File: config.mk
export PLATFORM = sky130hd
export DESIGN_NAME = json_string_unescape_utf8
export DESIGN_NICKNAME = d
export VERILOG_FILES = /design/src/rtl/jsu_pkg.sv /design/src/rtl/json_string_unescape_utf8.sv /design/src/rtl/jsu_queue.sv /design/src/rtl/jsu_front.sv /design/src/rtl/jsu_back.sv
export SDC_FILE = /design/constraint.sdc
export NUM_CORES = 1
export LEC_CHECK = 0
export ABC_CLOCK_PERIOD_IN_PS = 5800
export BUFFER_PORTS_ARGS = -buffer_cell sky130_fd_sc_hd__buf_2
export CAP_MARGIN = 30
export CORE_ASPECT_RATIO = 1.25
export CORE_MARGIN = 2
export CORE_UTILIZATION = 30
export CTS_BUF_LIST = sky130_fd_sc_hd__clkbuf_4
export DETAILED_ROUTE_END_ITERATION = 12
export GPL_ROUTABILITY_DRIVEN = 1
export GPL_TIMING_DRIVEN = 0
export PLACE_DENSITY = 0.47
export SYNTH_ARGS = -nofsm -noshare
export SYNTH_HDL_FRONTEND = slang
export SYNTH_HIERARCHICAL = 1
export SYNTH_SLANG_ARGS = --single-unit
File: constraint.sdc
create_clock -name clk -period 5.8 [get_ports clk]
set_input_delay 0.87 -clock clk [delete_from_list [all_inputs] [get_ports clk]]
set_output_delay 0.87 -clock clk [all_outputs]
set_load 0.02 [all_outputs]
File: src/rtl/jsu_pkg.sv
// Shared types and constants for the JSON string unescaper.
// Used by the front decoder, the burst queue and the back serializer.
package jsu_pkg;

  localparam int LENGTH_BITS = 24;
  localparam int QUEUE_DEPTH = 4;
  localparam int QUEUE_AW    = $clog2(QUEUE_DEPTH);

  // result status codes
  localparam logic [1:0] ST_BYTE = 2'd0;
  localparam logic [1:0] ST_DONE = 2'd1;
  localparam logic [1:0] ST_ERR  = 2'd2;

  // one decoded event: up to four UTF-8 bytes, a finish, or an error
  typedef struct packed {
    logic [1:0]             status;
    logic [1:0]             nm1;     // number of results minus one
    logic [3:0][7:0]        bytes;   // bytes[0] goes out first
    logic [LENGTH_BITS-1:0] length;
  } burst_t;

endpackage

File: src/rtl/json_string_unescape_utf8.sv
// JSON string body unescaper with UTF-8 output. Feed the bytes after the
// opening quote, one per transfer on the slave side; the block accepts one
// byte per cycle while its queue has room and sends one result per cycle on
// the master side unless stalled. The front decoder drops its results into a
// four-entry burst queue; the back stage drains it one result per cycle
// unless stalled, so a \u escape that expands to three or four UTF-8 bytes
// holds the input off only once the queue has filled. Escape bytes other
// than the last of a sequence give no result. A closing quote gives a finish
// result with the byte count, malformed input an error result; either one
// restarts the decoder. Depends on jsu_pkg, jsu_front, jsu_queue and jsu_back.
module json_string_unescape_utf8 (
  input  logic        clk,
  input  logic        rst,
  input  logic        s_tvalid,
  output logic        s_tready,
  input  logic [7:0]  s_tdata,   // [7:0] data_byte
  input  logic [0:0]  s_tuser,   // [0] at_end
  output logic        m_tvalid,
  input  logic        m_tready,
  output logic [31:0] m_tdata,   // [7:0] out_byte, [31:8] decoded_length
  output logic [1:0]  m_tuser,   // [1:0] status
  output logic        m_tlast    // last
);

  jsu_pkg::burst_t push_data, head;
  logic            q_full;
  logic            q_push;
  logic            q_pop;
  logic            q_not_empty;
  logic [7:0]      out_byte;
  logic [jsu_pkg::LENGTH_BITS-1:0] out_length;

  jsu_front u_front (
    .clk       (clk),
    .rst       (rst),
    .in_valid  (s_tvalid),
    .in_byte   (s_tdata),
    .in_end    (s_tuser[0]),
    .q_full    (q_full),
    .in_ready  (s_tready),
    .push      (q_push),
    .push_data (push_data)
  );

  jsu_queue u_queue (
    .clk       (clk),
    .rst       (rst),
    .push      (q_push),
    .push_data (push_data),
    .full      (q_full),
    .pop       (q_pop),
    .not_empty (q_not_empty),
    .head      (head)
  );

  jsu_back u_back (
    .clk         (clk),
    .rst         (rst),
    .q_not_empty (q_not_empty),
    .head        (head),
    .pop         (q_pop),
    .out_valid   (m_tvalid),
    .out_ready   (m_tready),
    .out_byte    (out_byte),
    .out_status  (m_tuser),
    .out_length  (out_length),
    .out_last    (m_tlast)
  );

  assign m_tdata = {out_length, out_byte};

endmodule

File: src/rtl/jsu_queue.sv
// Short FIFO of decoded bursts between the front decoder and back serializer.
// Depends on jsu_pkg.
module jsu_queue (
  input  logic            clk,
  input  logic            rst,
  input  logic            push,
  input  jsu_pkg::burst_t push_data,
  output logic            full,
  input  logic            pop,
  output logic            not_empty,
  output jsu_pkg::burst_t head
);

  jsu_pkg::burst_t             mem [jsu_pkg::QUEUE_DEPTH];
  logic [jsu_pkg::QUEUE_AW-1:0] wr_ptr;
  logic [jsu_pkg::QUEUE_AW-1:0] rd_ptr;
  logic [jsu_pkg::QUEUE_AW:0]   count;

  assign full      = (count == (jsu_pkg::QUEUE_AW+1)'(jsu_pkg::QUEUE_DEPTH));
  assign not_empty = (count != '0);
  assign head      = mem[rd_ptr];

  always_ff @(posedge clk) begin
    if (push) begin
      mem[wr_ptr] <= push_data;
    end
  end

  always_ff @(posedge clk) begin
    if (rst) begin
      wr_ptr <= '0;
      rd_ptr <= '0;
      count  <= '0;
    end else begin
      if (push) wr_ptr <= wr_ptr + 1'b1;
      if (pop)  rd_ptr <= rd_ptr + 1'b1;
      case ({push, pop})
        2'b10:   count <= count + 1'b1;
        2'b01:   count <= count - 1'b1;
        default: count <= count;
      endcase
    end
  end

endmodule

File: src/rtl/jsu_front.sv
// Front decoder: accepts string body bytes, tracks escape state and length,
// and turns each byte into at most one burst for the queue. Depends on jsu_pkg.
module jsu_front (
  input  logic            clk,
  input  logic            rst,
  input  logic            in_valid,
  input  logic [7:0]      in_byte,
  input  logic            in_end,
  input  logic            q_full,
  output logic            in_ready,
  output logic            push,
  output jsu_pkg::burst_t push_data
);

  localparam logic [2:0] M_PLAIN   = 3'd0;
  localparam logic [2:0] M_ESC     = 3'd1;
  localparam logic [2:0] M_HEX     = 3'd2;
  localparam logic [2:0] M_LOW_BS  = 3'd3;
  localparam logic [2:0] M_LOW_U   = 3'd4;
  localparam logic [2:0] M_LOW_HEX = 3'd5;

  localparam logic [7:0] CH_QUOTE = 8'h22;
  localparam logic [7:0] CH_BSL   = 8'h5C;
  localparam logic [7:0] CH_SLASH = 8'h2F;
  localparam logic [7:0] CH_SPACE = 8'h20;

  logic [2:0]                     mode, mode_next;
  logic [15:0]                    acc, acc_next;
  logic [1:0]                     cnt, cnt_next;
  logic [9:0]                     hs, hs_next;
  logic [jsu_pkg::LENGTH_BITS-1:0] len, len_next;

  logic            take;
  logic            fail, emit;
  jsu_pkg::burst_t enc;
  logic [4:0]      hexd;
  logic [15:0]     acc_shift;
  logic [20:0]     cp;
  logic [jsu_pkg::LENGTH_BITS:0] len_sum;

  // {invalid, value}
  function automatic logic [4:0] hex_decode(input logic [7:0] b);
    logic [4:0] r;
    r = 5'h10;
    if (b >= 8'h30 && b <= 8'h39)      r = {1'b0, 4'(b - 8'h30)};
    else if (b >= 8'h61 && b <= 8'h66) r = {1'b0, 4'(b - 8'h57)};
    else if (b >= 8'h41 && b <= 8'h46) r = {1'b0, 4'(b - 8'h37)};
    return r;
  endfunction

  function automatic jsu_pkg::burst_t utf8_encode(input logic [20:0] c);
    jsu_pkg::burst_t r;
    r = '0;
    r.status = jsu_pkg::ST_BYTE;
    if (c < 21'h80) begin
      r.nm1      = 2'd0;
      r.bytes[0] = c[7:0];
    end else if (c < 21'h800) begin
      r.nm1      = 2'd1;
      r.bytes[0] = {3'b110, c[10:6]};
      r.bytes[1] = {2'b10, c[5:0]};
    end else if (c < 21'h10000) begin
      r.nm1      = 2'd2;
      r.bytes[0] = {4'b1110, c[15:12]};
      r.bytes[1] = {2'b10, c[11:6]};
      r.bytes[2] = {2'b10, c[5:0]};
    end else begin
      r.nm1      = 2'd3;
      r.bytes[0] = {5'b11110, c[20:18]};
      r.bytes[1] = {2'b10, c[17:12]};
      r.bytes[2] = {2'b10, c[11:6]};
      r.bytes[3] = {2'b10, c[5:0]};
    end
    return r;
  endfunction

  assign in_ready  = !q_full;
  assign take      = in_valid && in_ready;
  assign hexd      = hex_decode(in_byte);
  assign acc_shift = {acc[11:0], hexd[3:0]};

  always_comb begin
    mode_next = mode;
    acc_next  = acc;
    cnt_next  = cnt;
    hs_next   = hs;
    len_next  = len;
    push      = 1'b0;
    push_data = '0;
    fail      = 1'b0;
    emit      = 1'b0;
    enc       = '0;
    cp        = '0;
    len_sum   = '0;

    if (in_end) begin
      fail = 1'b1;
    end else begin
      case (mode)
        M_PLAIN: begin
          if (in_byte == CH_QUOTE) begin
            push             = 1'b1;
            push_data.status = jsu_pkg::ST_DONE;
            push_data.length = len;
            mode_next        = M_PLAIN;
            acc_next         = '0;
            cnt_next         = '0;
            hs_next          = '0;
            len_next         = '0;
          end else if (in_byte == CH_BSL) begin
            mode_next = M_ESC;
          end else if (in_byte < CH_SPACE) begin
            fail = 1'b1;
          end else begin
            emit         = 1'b1;
            enc.bytes[0] = in_byte;
          end
        end
        M_ESC: begin
          case (in_byte)
            CH_QUOTE, CH_BSL, CH_SLASH: begin
              emit = 1'b1; enc.bytes[0] = in_byte;
            end
            8'h62: begin emit = 1'b1; enc.bytes[0] = 8'h08; end
            8'h66: begin emit = 1'b1; enc.bytes[0] = 8'h0C; end
            8'h6E: begin emit = 1'b1; enc.bytes[0] = 8'h0A; end
            8'h72: begin emit = 1'b1; enc.bytes[0] = 8'h0D; end
            8'h74: begin emit = 1'b1; enc.bytes[0] = 8'h09; end
            8'h75: begin
              mode_next = M_HEX;
              acc_next  = '0;
              cnt_next  = '0;
            end
            default: fail = 1'b1;
          endcase
        end
        M_HEX, M_LOW_HEX: begin
          if (hexd[4]) begin
            fail = 1'b1;
          end else begin
            acc_next = acc_shift;
            if (cnt != 2'd3) begin
              cnt_next = cnt + 2'd1;
            end else begin
              cnt_next = '0;
              if (mode == M_HEX) begin
                if (acc_shift[15:10] == 6'b110110) begin
                  hs_next   = acc_shift[9:0];
                  mode_next = M_LOW_BS;
                end else if (acc_shift[15:10] == 6'b110111) begin
                  fail = 1'b1;
                end else begin
                  emit = 1'b1;
                  cp   = {5'b0, acc_shift};
                  enc  = utf8_encode(cp);
                end
              end else if (acc_shift[15:10] != 6'b110111) begin
                fail = 1'b1;
              end else begin
                // 0x10000 + (high << 10) + low bits
                emit = 1'b1;
                cp   = {11'(hs) + 11'h040, acc_shift[9:0]};
                enc  = utf8_encode(cp);
              end
            end
          end
        end
        M_LOW_BS: begin
          if (in_byte != CH_BSL) fail = 1'b1;
          else mode_next = M_LOW_U;
        end
        M_LOW_U: begin
          if (in_byte != 8'h75) begin
            fail = 1'b1;
          end else begin
            mode_next = M_LOW_HEX;
            acc_next  = '0;
            cnt_next  = '0;
          end
        end
        default: fail = 1'b1;
      endcase
    end

    if (fail) begin
      push             = 1'b1;
      push_data        = '0;
      push_data.status = jsu_pkg::ST_ERR;
      mode_next        = M_PLAIN;
      acc_next         = '0;
      cnt_next         = '0;
      hs_next          = '0;
      len_next         = '0;
    end else if (emit) begin
      push      = 1'b1;
      push_data = enc;
      mode_next = M_PLAIN;
      len_sum   = {1'b0, len} + (jsu_pkg::LENGTH_BITS+1)'(enc.nm1) + 1'b1;
      len_next  = len_sum[jsu_pkg::LENGTH_BITS] ? '1 : len_sum[jsu_pkg::LENGTH_BITS-1:0];
    end

    push = push && take;
  end

  always_ff @(posedge clk) begin
    if (rst) begin
      mode <= M_PLAIN;
      acc  <= '0;
      cnt  <= '0;
      hs   <= '0;
      len  <= '0;
    end else if (take) begin
      mode <= mode_next;
      acc  <= acc_next;
      cnt  <= cnt_next;
      hs   <= hs_next;
      len  <= len_next;
    end
  end

endmodule

File: src/rtl/jsu_back.sv
// Back serializer: walks the queue head into a registered output
// stage, one result per cycle unless stalled. Depends on jsu_pkg.
module jsu_back (
  input  logic                            clk,
  input  logic                            rst,
  input  logic                            q_not_empty,
  input  jsu_pkg::burst_t                 head,
  output logic                            pop,
  output logic                            out_valid,
  input  logic                            out_ready,
  output logic [7:0]                      out_byte,
  output logic [1:0]                      out_status,
  output logic [jsu_pkg::LENGTH_BITS-1:0] out_length,
  output logic                            out_last
);

  logic [1:0] pos;
  logic       load;
  logic       at_tail;

  assign load    = q_not_empty && (!out_valid || out_ready);
  assign at_tail = (pos == head.nm1);
  assign pop     = load && at_tail;

  always_ff @(posedge clk) begin
    if (rst) begin
      out_valid <= 1'b0;
      pos       <= '0;
    end else begin
      if (load) begin
        out_valid <= 1'b1;
        pos       <= at_tail ? 2'd0 : pos + 2'd1;
      end else if (out_ready) begin
        out_valid <= 1'b0;
      end
    end
  end

  always_ff @(posedge clk) begin
    if (load) begin
      out_byte   <= head.bytes[pos];
      out_status <= head.status;
      out_length <= head.length;
      out_last   <= at_tail;
    end
  end

endmodule

==> impl_metrics.py <==
metrics = {
    "sta": {
        "post-route-period-util_pct": 88.11,
        "fin_crit_ps": 5110,
        "finalMaxSlewViolations": 0,
        "fmax_mhz": 195.7,
        "rsz0062_at_grt": "false",
        "finalClockSkew_ps": 46.55,
        "setup_slack_ps": 689.6,
        "slew_headroom_pct": 28.52,
        "finalHoldViolations": 0,
        "finalSetupViolations": 0,
        "tightest_slew_ps": 1064,
    },
    "layout": {
        "nFillCells": 4932,
        "final_cells": 1978,
        "mostFrequentLayoutCell": "edfxtp_1",
        "final_area_um2": 17700,
        "fin_nets": 1277,
        "area_delta_synth_final_pct": 15.26,
        "drive_gt1_share_pct": 24.30,
        "final_cell_mix": "edfxtp_1, clkbuf_4, nor2_1",
    },
    "detailed_routing": {
        "vias": 10150,
        "drt_wl_total_mm": 40.84,
        "routed_via_density": 5.133,
        "dr_wl_met3_mm": 2.143,
        "wl_met1_mm": 17.12,
        "drtIter0Drc": 708,
        "top_layer_used": "met5",
        "wl_met2_mm": 20.56,
        "antenna_left": 0,
        "drc": 0,
        "avgRoutedWirePerCell_um": 20.65,
        "first_pass_iters": 7,
    },
    "synth": {
        "synthXorXnorAreaFrac_pct": 0.6193,
        "yosys.area_share.adder_pct": 1.402,
        "yosysTopAreaCell": "edfxtp_1",
        "yosys_register_bits": 338,
        "yosysWarnings": 6,
        "synth_compound_area_share_pct": 9.690,
        "ys_async_sr_fraction_pct": 0,
        "avgSynthCellArea_um2": 13.89,
        "synth_top_family_by_area": "simple AND/OR/NAND/NOR gates",
        "syn_area_um2": 15350,
        "synth_simple_gate_area_share_pct": 12.44,
        "synth_top_cell_area_share_pct": 53.79,
        "yosysUniqueCellTypes": 86,
        "muxShareOfSynthArea_pct": 10.57,
        "synth-edff-count": 275,
        "ys_seq_area_share_pct": 62.00,
        "ys.flop_type": "edfxtp_1",
        "netlist_top_cells_area": "edfxtp_1, mux4_2, dfxtp_1",
        "syn_inst": 1105,
    },
    "global_routing": {
        "track_usage_pct": 15.69,
        "grt_pass1_vias": 10280,
        "overflow": 0,
        "grt_start_max_net_pins": 45,
        "grt_pass1_wl_mm": 62.58,
        "antenna_found_initial": 3,
    },
    "clock_network": {
        "clk_latency_ps": 770,
        "cts_resized": 0,
        "cts.reportedPaths.clkPinSlew_ps": 60,
        "post-cts-setup-buffers": 0,
        "htreeDepth": 3,
        "cts.sinks": 338,
        "cts_inserted_buffers": 84,
        "cts.hold.buffers_added": 0,
        "cts_buffer_depth": 3,
        "root_buffer": "clkbuf_4",
        "cts_tree": "done",
    },
    "critical_path": {
        "max_stage_delay_ps": 800,
        "path_buf_inv": 1,
        "worstPathRequired_ps": 6460,
        "crit_type": "reg -> reg",
        "slowest_stage": "nor4b_1",
        "cp_max_fo": 10,
        "cp-end-kind": "flop",
        "critPathMostFrequentCell": "nor2_1",
        "cpLargestDelayFamily": "simple AND/OR/NAND/NOR gates",
        "worstPathArrival_ps": 5770,
        "startpoint_type": "flop",
        "cp_cell_sequence": "nand2b_1, nor4b_1, nor2_1, o32a_1, or3_1, ha_1, inv_1, fa_1, and3_1, nand3_1, nor4_1, nor2b_1, nor2_1, a21o_1, a211oi_1",
    },
    "place": {
        "dp_cells": 1820,
        "gp_congestion": 0.9136,
        "place_area_um2": 16570,
        "dp_hpwl_mm": 27.85,
        "dp_worst_setup_slack_ps": 268.4,
        "port_buffers": 47,
    },
    "outcome": {
        "outcome": "completed",
    },
    "power_and_ir_drop": {
        "power.density_nw_per_um2": 365.5,
        "ir_worst_vdd_mv": 0.1947,
        "p_leak_nw": 5.880,
        "power_mw": 6.468,
    },
    "die": {
        "fp.dieW_um": 206.3,
        "rows": 92,
        "die_area_um2": 53010,
        "core_area_um2": 50530,
        "ioPinCount": 50,
        "start_util_pct": 30.38,
        "fp.dieH_um": 256.9,
    },
    "worst_hold_path": {
        "worstHoldPathType": "in -> reg",
    },
    "job": {
        "drv_cap": 0,
    },
}
-- path summary, 6_finish.rpt --
kind                   from               end  slack, ps  cells after the start
min                     rst  u_back/out_valid        410                      2
max reg2reg   u_front/hs[6]   u_front/len[13]        690                     15
max           u_front/hs[6]   u_front/len[13]        690                     15
min reg2reg  u_front/cnt[1]    u_front/cnt[1]        470                      2
-- cells by family after synthesis --
group           count (synthesis)
other cells                     1
xor+xnor                       10
mux                            76
flops                         338
simple gates                  358
compound gates                217
buf+inv                        89
fa+ha+maj                      16
-- layer usage --
| metal | track usage (%) | vias to the layer above |
|---|---|---|
| met3 | 3.141 | 61 |
| met2 | 26.60 | 304 |
| met5 | 0 | - |
| met1 | 19.52 | 5094 |
| li1 | - | 4692 |
| met4 | 6.210 | 2 |
-- synth_stat cells, types with 13 or more instances --
master	count
nand3_1	39
nor3_1	34
nor4_1	13
nand2b_1	23
inv_1	22
o21ai_0	29
dfxtp_1	63
a21oi_1	60
nor2b_1	13
nor2_1	69
and2_1	33
a211oi_1	15
clkbuf_1	35
edfxtp_1	275
nand2_1	63
o211ai_1	13
mux4_2	65
ha_1	14
-- stage by stage --
step                setup TNS, ps  utilization [%]  hold slack [ps]
floorplan                       0                -            435.6
CTS                             0            35.01            320.1
finish                          0            35.02            413.8
global route                    0            35.02            347.4
detailed placement              0            32.78            461.9
global placement          -330620            32.49            444.6
-- area by class of cell --
cell class	count	area, um2	area share, %
diodes	3	7.507	0.04242
plain buffers	67	416.7	2.354
clock buffers	126	945.9	5.345
clock inverters	29	176.4	0.9969
inverters	22	82.58	0.4666
multi-input cells	680	5354	30.25
flip-flops and latches	338	9519	53.79
well taps	658	823.3	4.652
repair buffers	55	371.6	2.100
-- report_power, final --
group	internal, mW	leakage, nW	switching (mW)	total (mW)
Clock	1.09	0.671	0.967	2.06
Sequential	2.94	3.10	0.0685	3.00
Combinational	0.610	2.11	0.797	1.41
-- registers in the layout, indices dropped and copies added (netlist names), 2 cells and up, named ones only --
name / count
u_front/cnt: 2
u_back/out_byte: 8
u_back/pos: 2
u_front/hs: 10
u_front/acc: 12
u_back/out_status: 2
u_queue/wr_ptr: 2
u_back/out_length: 24
u_queue/count: 3
u_front/mode: 3
u_front/len: 24
u_queue/mem: 240
u_queue/rd_ptr: 2
Note: power is estimated with default switching activity, not from simulation.
